==> src/sv/sdgs_pkg.sv <==
// ----------------------------------------------------------------------------
// sdgs_pkg: shared types and constants of the sidechain ducking gain smoother
// Field widths, register indexes, reset values and the job record that
// travels from the smoothing front end to the per-target back end.
// ----------------------------------------------------------------------------
package sdgs_pkg;

  // Field widths
  localparam int DB_W        = 16;   // dB values, Q8.8
  localparam int COEFF_W     = 16;   // coefficients, Q0.16
  localparam int OFS_W       = 14;   // per-target offsets and adjustments
  localparam int MASK_W      = 8;    // target presence mask
  localparam int SLOT_PORT_W = 3;    // target_slot field
  localparam int CFG_IDX_W   = 2;
  localparam int CFG_DATA_W  = 16;

  // Derived arithmetic widths
  localparam int DIFF_W = DB_W + 1;                // target minus gain
  localparam int PROD_W = DIFF_W + COEFF_W + 1;    // coefficient times difference
  localparam int STEP_W = PROD_W - COEFF_W;        // product after dropping fraction
  localparam int SUM_W  = DIFF_W + 1;              // offset plus gain change

  localparam int ROUND_HALF   = 32768;
  localparam int SNAP_LIMIT   = 2;                 // just under 0.01 dB
  localparam int OFFSET_MIN   = -6144;             // -24 dB
  localparam int MASK_SLOTS   = 8;
  localparam int NUM_TARGETS_DEF = 8;

  // Reset values of the configuration registers
  localparam logic signed [DB_W-1:0]  DUCK_AMOUNT_RST  = -16'sd2560;
  localparam logic signed [DB_W-1:0]  THRESHOLD_RST    = -16'sd10240;
  localparam logic [COEFF_W-1:0]      ATTACK_RST       = 16'd16384;
  localparam logic [COEFF_W-1:0]      RELEASE_RST      = 16'd4096;

  // Depth of the queue between front and back end
  localparam int QUEUE_DEPTH = 2;
  localparam int QPTR_W      = 1;

  typedef enum logic [CFG_IDX_W-1:0] {
    REG_DUCK_AMOUNT,
    REG_SILENCE_THRESHOLD,
    REG_ATTACK_COEFF,
    REG_RELEASE_COEFF
  } cfg_reg_t;

  typedef enum logic [1:0] {
    F_IDLE,
    F_MUL,
    F_FIN
  } front_state_t;

  typedef enum logic {
    B_IDLE,
    B_WALK
  } back_state_t;

  // One frame's worth of work for the back end
  typedef struct packed {
    logic signed [DIFF_W-1:0] change;
    logic                     duck;
    logic signed [DB_W-1:0]   level;
    logic [MASK_W-1:0]        mask;
  } job_t;

endpackage

==> src/sv/sdgs_front.sv <==
// ----------------------------------------------------------------------------
// sdgs_front: item intake and gain smoothing
// Holds the configuration registers and the smoothed gain, runs the one-pole
// update of one item (capture, multiply, round and snap) and hands a job to the queue.
// ----------------------------------------------------------------------------
module sdgs_front (
  input  logic                                   clk,
  input  logic                                   rst_n,
  input  logic                                   cfg_we,
  input  logic [sdgs_pkg::CFG_IDX_W-1:0]         cfg_addr,
  input  logic [sdgs_pkg::CFG_DATA_W-1:0]        cfg_wdata,
  input  logic                                   in_push,
  output logic                                   in_full,
  input  logic signed [sdgs_pkg::DB_W-1:0]       in_peak_left,
  input  logic signed [sdgs_pkg::DB_W-1:0]       in_peak_right,
  input  logic                                   in_source_present,
  input  logic [sdgs_pkg::MASK_W-1:0]            in_target_present_mask,
  input  logic                                   q_full,
  output logic                                   q_push,
  output sdgs_pkg::job_t                         q_job
);
  import sdgs_pkg::*;

  front_state_t               st_r, st_nxt;
  logic signed [DB_W-1:0]     duck_amount_r;
  logic signed [DB_W-1:0]     threshold_r;
  logic [COEFF_W-1:0]         attack_r;
  logic [COEFF_W-1:0]         release_r;
  logic signed [DB_W-1:0]     smooth_r, smooth_nxt;

  logic                       flag_r, flag_nxt;
  logic signed [DB_W-1:0]     target_r, target_nxt;
  logic [COEFF_W-1:0]         coeff_r, coeff_nxt;
  logic signed [DIFF_W-1:0]   diff_r, diff_nxt;
  logic [MASK_W-1:0]          mask_r, mask_nxt;
  logic signed [PROD_W-1:0]   prod_r, prod_nxt;

  logic signed [DB_W-1:0]     peak;
  logic                       flag_in;
  logic signed [DB_W-1:0]     target_in;
  logic signed [PROD_W-1:0]   rnd;
  logic signed [STEP_W-1:0]   step;
  logic signed [STEP_W-1:0]   next_wide;
  logic signed [STEP_W-1:0]   snap_gap;
  logic signed [DB_W-1:0]     next_gain;
  logic signed [DIFF_W-1:0]   change;

  assign peak      = (in_peak_left > in_peak_right) ? in_peak_left : in_peak_right;
  assign flag_in   = peak > threshold_r;
  assign target_in = flag_in ? duck_amount_r : '0;

  // Round to nearest with ties upward, then drop the 16 fraction bits.
  assign rnd       = prod_r + PROD_W'(ROUND_HALF);
  assign step      = rnd[PROD_W-1:COEFF_W];
  assign next_wide = STEP_W'(smooth_r) + step;
  assign snap_gap  = next_wide - STEP_W'(target_r);
  assign next_gain = (snap_gap <= STEP_W'(SNAP_LIMIT) && snap_gap >= -STEP_W'(SNAP_LIMIT))
                     ? target_r : next_wide[DB_W-1:0];
  assign change    = DIFF_W'(next_gain) - DIFF_W'(smooth_r);

  assign in_full = (st_r != F_IDLE);

  always_comb begin
    st_nxt     = st_r;
    smooth_nxt = smooth_r;
    flag_nxt   = flag_r;
    target_nxt = target_r;
    coeff_nxt  = coeff_r;
    diff_nxt   = diff_r;
    mask_nxt   = mask_r;
    prod_nxt   = prod_r;
    q_push     = 1'b0;
    unique case (st_r)
      F_IDLE: begin
        // An item without a source is taken and dropped.
        if (in_push && in_source_present) begin
          flag_nxt   = flag_in;
          target_nxt = target_in;
          coeff_nxt  = flag_in ? attack_r : release_r;
          diff_nxt   = DIFF_W'(target_in) - DIFF_W'(smooth_r);
          mask_nxt   = in_target_present_mask;
          st_nxt     = F_MUL;
        end
      end
      F_MUL: begin
        prod_nxt = PROD_W'($signed({1'b0, coeff_r})) * PROD_W'(diff_r);
        st_nxt   = F_FIN;
      end
      F_FIN: begin
        if (!q_full) begin
          smooth_nxt = next_gain;
          q_push     = 1'b1;
          st_nxt     = F_IDLE;
        end
      end
      default: st_nxt = F_IDLE;
    endcase
  end

  assign q_job.change = change;
  assign q_job.duck   = flag_r;
  assign q_job.level  = next_gain;
  assign q_job.mask   = mask_r;

  always_ff @(posedge clk) begin
    if (!rst_n) begin
      st_r          <= F_IDLE;
      smooth_r      <= '0;
      duck_amount_r <= DUCK_AMOUNT_RST;
      threshold_r   <= THRESHOLD_RST;
      attack_r      <= ATTACK_RST;
      release_r     <= RELEASE_RST;
    end else begin
      st_r     <= st_nxt;
      smooth_r <= smooth_nxt;
      if (cfg_we) begin
        unique case (cfg_reg_t'(cfg_addr))
          REG_DUCK_AMOUNT:       duck_amount_r <= $signed(cfg_wdata);
          REG_SILENCE_THRESHOLD: threshold_r   <= $signed(cfg_wdata);
          REG_ATTACK_COEFF:      attack_r      <= cfg_wdata;
          REG_RELEASE_COEFF:     release_r     <= cfg_wdata;
          default: ;
        endcase
      end
    end
  end

  always_ff @(posedge clk) begin
    flag_r   <= flag_nxt;
    target_r <= target_nxt;
    coeff_r  <= coeff_nxt;
    diff_r   <= diff_nxt;
    mask_r   <= mask_nxt;
    prod_r   <= prod_nxt;
  end

endmodule

==> src/sv/sdgs_job_queue.sv <==
// ----------------------------------------------------------------------------
// sdgs_job_queue: short job queue between front and back end
// A small first-in first-out buffer of frame jobs.
// ----------------------------------------------------------------------------
module sdgs_job_queue (
  input  logic            clk,
  input  logic            rst_n,
  input  logic            push,
  input  sdgs_pkg::job_t  push_job,
  output logic            full,
  input  logic            pop,
  output sdgs_pkg::job_t  pop_job,
  output logic            empty
);
  import sdgs_pkg::*;

  job_t                q_mem [QUEUE_DEPTH];
  logic [QPTR_W-1:0]   wr_ptr_r, wr_ptr_nxt;
  logic [QPTR_W-1:0]   rd_ptr_r, rd_ptr_nxt;
  logic [QPTR_W:0]     count_r, count_nxt;
  logic                do_push, do_pop;

  assign full    = (count_r == (QPTR_W+1)'(QUEUE_DEPTH));
  assign empty   = (count_r == '0);
  assign do_push = push && !full;
  assign do_pop  = pop && !empty;
  assign pop_job = q_mem[rd_ptr_r];

  always_comb begin
    wr_ptr_nxt = do_push ? wr_ptr_r + QPTR_W'(1) : wr_ptr_r;
    rd_ptr_nxt = do_pop  ? rd_ptr_r + QPTR_W'(1) : rd_ptr_r;
    count_nxt  = count_r + (QPTR_W+1)'(do_push) - (QPTR_W+1)'(do_pop);
  end

  always_ff @(posedge clk) begin
    if (!rst_n) begin
      wr_ptr_r <= '0;
      rd_ptr_r <= '0;
      count_r  <= '0;
    end else begin
      wr_ptr_r <= wr_ptr_nxt;
      rd_ptr_r <= rd_ptr_nxt;
      count_r  <= count_nxt;
    end
  end

  always_ff @(posedge clk) begin
    if (do_push) begin
      q_mem[wr_ptr_r] <= push_job;
    end
  end

endmodule

==> src/sv/sdgs_back.sv <==
// ----------------------------------------------------------------------------
// sdgs_back: per-target offset walk
// Takes one job at a time, visits the target slots in order, updates each
// present target's clamped offset and emits one result per slot.
// ----------------------------------------------------------------------------
module sdgs_back #(
  parameter int NUM_TARGETS = sdgs_pkg::NUM_TARGETS_DEF
) (
  input  logic                                    clk,
  input  logic                                    rst_n,
  input  logic                                    q_empty,
  input  sdgs_pkg::job_t                          q_job,
  output logic                                    q_pop,
  output logic                                    out_empty,
  input  logic                                    out_pop,
  output logic [sdgs_pkg::SLOT_PORT_W-1:0]        out_target_slot,
  output logic signed [sdgs_pkg::OFS_W-1:0]       out_volume_adjust,
  output logic                                    out_adjust_valid,
  output logic signed [sdgs_pkg::OFS_W-1:0]       out_applied_offset,
  output logic                                    out_ducking_active,
  output logic signed [sdgs_pkg::DB_W-1:0]        out_duck_level,
  output logic                                    out_last
);
  import sdgs_pkg::*;

  // Only the first eight slots have a mask bit and give results.
  localparam int EMIT   = (NUM_TARGETS < MASK_SLOTS) ? NUM_TARGETS : MASK_SLOTS;
  localparam int SLOT_W = (EMIT > 1) ? $clog2(EMIT) : 1;

  back_state_t                 bst_r, bst_nxt;
  job_t                        job_r, job_nxt;
  logic [SLOT_PORT_W-1:0]      slot_r, slot_nxt;
  logic signed [OFS_W-1:0]     ofs_r [EMIT];
  logic                        out_v_r, out_v_nxt;

  logic                        adv, emit, last_slot, present;
  logic [SLOT_W-1:0]           idx;
  logic signed [OFS_W-1:0]     old_ofs, new_ofs, adj;
  logic signed [SUM_W-1:0]     sum, clamped;

  assign adv       = !out_v_r || out_pop;
  assign last_slot = (slot_r == SLOT_PORT_W'(EMIT - 1));
  assign idx       = slot_r[SLOT_W-1:0];
  assign old_ofs   = ofs_r[idx];
  assign present   = job_r.mask[slot_r];

  always_comb begin
    sum = SUM_W'(old_ofs) + SUM_W'(job_r.change);
    if (sum < SUM_W'(OFFSET_MIN)) begin
      clamped = SUM_W'(OFFSET_MIN);
    end else if (sum > SUM_W'(0)) begin
      clamped = '0;
    end else begin
      clamped = sum;
    end
    if (present && job_r.change != '0) begin
      new_ofs = clamped[OFS_W-1:0];
    end else begin
      new_ofs = old_ofs;
    end
    adj = new_ofs - old_ofs;
  end

  always_comb begin
    bst_nxt  = bst_r;
    slot_nxt = slot_r;
    job_nxt  = job_r;
    q_pop    = 1'b0;
    emit     = 1'b0;
    unique case (bst_r)
      B_IDLE: begin
        if (!q_empty) begin
          job_nxt  = q_job;
          q_pop    = 1'b1;
          slot_nxt = '0;
          bst_nxt  = B_WALK;
        end
      end
      B_WALK: begin
        if (adv) begin
          emit = 1'b1;
          if (last_slot) begin
            bst_nxt = B_IDLE;
          end else begin
            slot_nxt = slot_r + SLOT_PORT_W'(1);
          end
        end
      end
      default: bst_nxt = B_IDLE;
    endcase
    if (emit) begin
      out_v_nxt = 1'b1;
    end else if (out_pop) begin
      out_v_nxt = 1'b0;
    end else begin
      out_v_nxt = out_v_r;
    end
  end

  assign out_empty = !out_v_r;

  always_ff @(posedge clk) begin
    if (!rst_n) begin
      bst_r   <= B_IDLE;
      out_v_r <= 1'b0;
      for (int i = 0; i < EMIT; i++) begin
        ofs_r[i] <= '0;
      end
    end else begin
      bst_r   <= bst_nxt;
      out_v_r <= out_v_nxt;
      if (emit) begin
        ofs_r[idx] <= new_ofs;
      end
    end
  end

  always_ff @(posedge clk) begin
    job_r  <= job_nxt;
    slot_r <= slot_nxt;
    if (emit) begin
      out_target_slot    <= slot_r;
      out_volume_adjust  <= adj;
      out_adjust_valid   <= present && adj != '0;
      out_applied_offset <= new_ofs;
      out_ducking_active <= job_r.duck;
      out_duck_level     <= job_r.level;
      out_last           <= last_slot;
    end
  end

endmodule

==> src/sv/sidechain_ducking_gain_smoother_core.sv <==
// ----------------------------------------------------------------------------
// sidechain_ducking_gain_smoother_core: sidechain ducker top level
// Joins the smoothing front end, the job queue and the per-target back end.
// ----------------------------------------------------------------------------
// Once per frame the block takes the source bus peaks and the target mask.
// When the source is present the front end runs the one-pole gain update
// (decide, multiply, round and snap) and queues the result; the back end
// then gives one result per target slot, one a cycle while the consumer
// keeps popping, min(NUM_TARGETS, 8) results in all, while the front end is
// free to take the next item. In steady state the frame rate is set by the
// serial walk over the target offsets for all but the smallest target counts,
// and by any hold-off of pop by the consumer. Items without a source are taken
// and give no result. Configuration writes take effect for items taken after
// the write.
module sidechain_ducking_gain_smoother_core #(
  parameter int NUM_TARGETS = sdgs_pkg::NUM_TARGETS_DEF
) (
  input  logic                                    clk,
  input  logic                                    rst_n,
  input  logic                                    cfg_we,
  input  logic [sdgs_pkg::CFG_IDX_W-1:0]          cfg_addr,
  input  logic [sdgs_pkg::CFG_DATA_W-1:0]         cfg_wdata,
  input  logic                                    in_push,
  output logic                                    in_full,
  input  logic signed [sdgs_pkg::DB_W-1:0]        in_peak_left,
  input  logic signed [sdgs_pkg::DB_W-1:0]        in_peak_right,
  input  logic                                    in_source_present,
  input  logic [sdgs_pkg::MASK_W-1:0]             in_target_present_mask,
  output logic                                    out_empty,
  input  logic                                    out_pop,
  output logic [sdgs_pkg::SLOT_PORT_W-1:0]        out_target_slot,
  output logic signed [sdgs_pkg::OFS_W-1:0]       out_volume_adjust,
  output logic                                    out_adjust_valid,
  output logic signed [sdgs_pkg::OFS_W-1:0]       out_applied_offset,
  output logic                                    out_ducking_active,
  output logic signed [sdgs_pkg::DB_W-1:0]        out_duck_level,
  output logic                                    out_last
);
  import sdgs_pkg::*;

  logic  q_push, q_full, q_pop, q_empty;
  job_t  push_job, pop_job;

  sdgs_front u_front (
    .clk                    (clk),
    .rst_n                  (rst_n),
    .cfg_we                 (cfg_we),
    .cfg_addr               (cfg_addr),
    .cfg_wdata              (cfg_wdata),
    .in_push                (in_push),
    .in_full                (in_full),
    .in_peak_left           (in_peak_left),
    .in_peak_right          (in_peak_right),
    .in_source_present      (in_source_present),
    .in_target_present_mask (in_target_present_mask),
    .q_full                 (q_full),
    .q_push                 (q_push),
    .q_job                  (push_job)
  );

  sdgs_job_queue u_queue (
    .clk      (clk),
    .rst_n    (rst_n),
    .push     (q_push),
    .push_job (push_job),
    .full     (q_full),
    .pop      (q_pop),
    .pop_job  (pop_job),
    .empty    (q_empty)
  );

  sdgs_back #(
    .NUM_TARGETS (NUM_TARGETS)
  ) u_back (
    .clk                (clk),
    .rst_n              (rst_n),
    .q_empty            (q_empty),
    .q_job              (pop_job),
    .q_pop              (q_pop),
    .out_empty          (out_empty),
    .out_pop            (out_pop),
    .out_target_slot    (out_target_slot),
    .out_volume_adjust  (out_volume_adjust),
    .out_adjust_valid   (out_adjust_valid),
    .out_applied_offset (out_applied_offset),
    .out_ducking_active (out_ducking_active),
    .out_duck_level     (out_duck_level),
    .out_last           (out_last)
  );

endmodule
==> config.mk <==
export PLATFORM = sky130hd
export DESIGN_NAME = sidechain_ducking_gain_smoother_core
export DESIGN_NICKNAME = d
export VERILOG_FILES = /design/src/sv/sdgs_pkg.sv /design/src/sv/sdgs_front.sv /design/src/sv/sdgs_job_queue.sv /design/src/sv/sdgs_back.sv /design/src/sv/sidechain_ducking_gain_smoother_core.sv
export SDC_FILE = /design/constraint.sdc
export NUM_CORES = 2
export LEC_CHECK = 0
export BUFFER_PORTS_ARGS = -buffer_cell sky130_fd_sc_hd__buf_4
export CAP_MARGIN = 25
export CORE_MARGIN = 1.5
export CORE_UTILIZATION = 55
export CTS_CLUSTER_SIZE = 24
export DETAILED_ROUTE_END_ITERATION = 10
export MAX_ROUTING_LAYER = met4
export PLACE_DENSITY = 0.72
export SLEW_MARGIN = 10
export SYNTH_ARGS = -nofsm -noshare
export SYNTH_HDL_FRONTEND = slang
export SYNTH_SLANG_ARGS = --single-unit
==> constraint.sdc <==
create_clock -name clk -period 11.83 [get_ports clk]
set_clock_uncertainty 0.15 [all_clocks]
set_input_delay 1.183 -clock clk [delete_from_list [all_inputs] [get_ports clk]]
set_output_delay 1.183 -clock clk [all_outputs]
set_load 0.02 [all_outputs]
==> flow_summary_export.csv <==
group,metric,value,unit
clocking,ctsResizeCount,0,
yosys,ys.flop_type,"edfxtp_1",
clocking,clock_latency,0.60,ns
sta,finalSetupTns,0,ns
grt,grt_pass1_vias,22440,
yosys,synth_edf_count,368,
layout,layout_commonest_cell,"inv_1",
clocking,post_cts_buffers,0,
routing,vias,21260,
worst_hold_path,min_to,"u_back.out_duck_level[14]",
yosys,synth_nets,3412,
routing,first_pass_iters,8,
clocking,h-tree-depth,2,
critical_path,critPathMaxFanout,20,
critical_path,r2r_cells,35,
job,drv_cap,0,
floorplan,row_count,87,
layout,most-common-layout-cells,"inv_1 (371), edfxtp_1 (368), nand2_1 (327)",
yosys,syn_area,31570,um^2
floorplan,io_pins,116,
layout,final_layout_size_suffix_gt1_share,12.17,%
layout,diodes,0,
layout,layout-area-overhead-vs-synth,10.26,%
critical_path,crit_type,"reg -> reg",
layout,layout.nets,3497,
critical_path,max_stage_delay,0.45,ns
sta,drv_slew,0,
sta,max_freq,0.1114,GHz
sta,worst_pin_slew,1.022,ns
critical_path,crit_slowest_cell,"or4_1",
yosys,yosysUniqueCellTypes,71,
grt,grt-busiest-layer,"met2",
routing,first_iter_violations,1346,
clocking,clockBufferDepth,3,
floorplan,coreArea,56600,um^2
sta,rsz0062_at_grt,"no",
placed_design,finalWeightedCongestion,0.8875,
worst_hold_path,hold_class,"reg -> reg",
clocking,cts_inserted_buffers,48,
yosys,synthArstFlopShare,0,%
floorplan,die_x,242.6,um
routing,finalWirelength,75.14,mm
routing,detail_route.wl_per_cell,20.01,um
critical_path,required,12.09,ns
critical_path,regToRegStartpoint,"u_front.prod_r[15]",
placed_design,portBuffers,115,
floorplan,initial_utilization,55.77,%
sta,fin_crit,8.974,ns
critical_path,cp-end-kind,"flip-flop",
critical_path,cp-start-kind,"flip-flop",
placed_design,hpwl,55.00,mm
routing,avgViaCountPerCell,5.660,
sta,slew_headroom,30.82,%
sta,final_hold_viol_count,0,
outcome,outcome,"complete, no violations",
routing,drtAntennaViolNets,0,
floorplan,fp.dieH,242.6,um
yosys,ys_seq_area_share,40.77,%
yosys,syn_area_per_cell,10.98,um^2
yosys,synth_top_area_cell,"edfxtp_1",
grt,use_met3,3.726,%
grt,grt_pass1_wl,119.1,mm
sta,period_share,75.86,%
floorplan,dieArea,58850,um^2
grt,grt_max_degree,101,
clocking,tritoncts,"yes",
worst_hold_path,hold_depth,0,
grt,met2_usage,45.48,%
worst_hold_path,hp-start,"u_back.job_r[22]",
critical_path,r2r_slack,2.86,ns
yosys,syn_inst,2874,
sta,setup_viol,0,
routing,drc,0,
clocking,cts_sinks,459,
clocking,cts_hold_buf,0,
yosys,ys_ff_latch,459,
grt,gr-total-overflow,0,
grt,grt_antenna_before_repair,0,
grt,grt_usage,26.66,%
yosys,synth_warnings,0,
critical_path,arrival,9.23,ns
yosys,synth_top_area_share,35.00,%
critical_path,reg2reg_to,"u_queue.q_mem[1][39]",
grt,grt_use_met1,32.36,%
clocking,root_buffer,"clkbuf_16",
critical_path,cp_common_cell,"a21oi_1",
yosys,yosys-top-cells-area,"edfxtp_1 (35%), fa_1 (14%), ha_1 (10%), dfxtp_1 (5.8%), inv_1 (4.4%)",
layout,fillers,4564,
clocking,clk_pin_slew,0.06,ns
## cell families (layout without fill, tap and decap cells)
family                     count (synthesis)  after routing  synth area share, %
xor gates and xnor gates                 107            107                2.968
adders and majority gates                474            474                23.87
DFF                                      459            459                40.77
muxes                                    139            139                6.044
and+or+nand+nor                          850            850                12.75
buffers and inverters                    469            594                5.608
AOI/OAI and AO/OA                        376            376                7.986
## flip-flops by register name, summed over array words and instances, names as in the netlist, 2 cells and up, named ones only
signal,flops
u_back.job_r,42
u_queue.count_r,2
u_back.out_volume_adjust,14
u_queue.q_mem,84
u_front.attack_r,16
u_back.out_target_slot,3
u_front.mask_r,8
u_front.release_r,16
u_front.target_r,16
u_back.out_duck_level,16
u_front.threshold_r,16
u_back.out_applied_offset,14
u_front.smooth_r,16
u_back.ofs_r,112
u_front.coeff_r,16
u_front.duck_amount_r,16
u_back.idx,3
u_front.prod_r,19
u_front.st_r,2
u_front.diff_r,17
## synthesized netlist by cell type (7+ instances only)
master / count
inv_1: 372
edfxtp_1: 368
nand2_1: 327
ha_1: 260
fa_1: 214
nor2_1: 185
and2_1: 139
dfxtp_1: 91
mux2_2: 91
clkbuf_1: 88
a21oi_1: 81
xnor2_1: 78
o21ai_0: 72
a21boi_0: 60
nand3_1: 38
a21o_1: 32
nand2b_1: 32
xor2_1: 29
mux4_2: 28
o21a_1: 28
nor2b_1: 25
nor3_1: 22
and3_1: 17
a22oi_1: 14
nand4_1: 12
mux2_4: 10
o211ai_1: 10
nand3b_1: 9
o21ba_2: 9
mux2i_1: 8
or3_1: 8
nor4_1: 7
## worst max path at each step
stage	end	from
3_3_place_gp	u_queue.q_mem[0][39]	u_front.prod_r[15]
6_report	u_queue.q_mem[1][39]	u_front.prod_r[15]
3_5_place_dp	u_queue.q_mem[0][39]	u_front.prod_r[15]
4_1_cts	u_queue.q_mem[1][39]	u_front.prod_r[15]
2_1_floorplan	u_front.diff_r[16]	in_peak_right[1]
5_1_grt	u_queue.q_mem[1][39]	u_front.prod_r[15]
## stage by stage
step / util [%] / instance area, um^2 / hold WS, ns / setup WS [ns] / std cells
2_1_floorplan: - / 31570 / 0.2503 / 3.753 / 2874
3_3_place_gp: 58.53 / 33130 / 0.2521 / 3.283 / 3661
3_5_place_dp: 58.54 / 33140 / 0.2555 / 3.067 / 3662
4_1_cts: 61.39 / 34750 / 0.2664 / 2.956 / 3752
5_1_grt: 61.49 / 34810 / 0.2764 / 2.341 / 3755
6_report: 61.49 / 34810 / 0.2659 / 2.856 / 3755
## critical path: cells and delay by family (launching register included)
kind	cells	cell delay [ns]
AO/OA/AOI/OAI	18	3.39
XOR/XNOR	2	0.18
adder cells (fa/ha/maj)	6	1.96
buffers and inverters	3	0.47
flip-flops	1	0.40
multiplexers	2	0.56
AND/OR/NAND/NOR	4	1.66
## per-layer routing
layer / share of wire, % / vias up / routed length [um]
li1: - / 9904 / -
met1: 40 / 10530 / 30430
met2: 51 / 634 / 38060
met3: 5.3 / 183 / 3993
met4: 3.5 / 0 / 2656
met5: 0 / - / 0
## layout make-up
| cell class | count | area, um^2 | area share [%] |
|---|---|---|---|
| multi-input combinational | 1946 | 16950 | 48.70 |
| sequential | 459 | 12870 | 36.99 |
| inverter | 372 | 1396 | 4.012 |
| clock buffer | 69 | 1373 | 3.943 |
| timing repair buffer | 132 | 1028 | 2.955 |
| tap | 756 | 945.9 | 2.717 |
| clock inverter | 21 | 240.2 | 0.6901 |
Power is left out: the tool's default activity adds up to more than one toggle a clock period on the data nets, which glitch-free logic cannot reach.
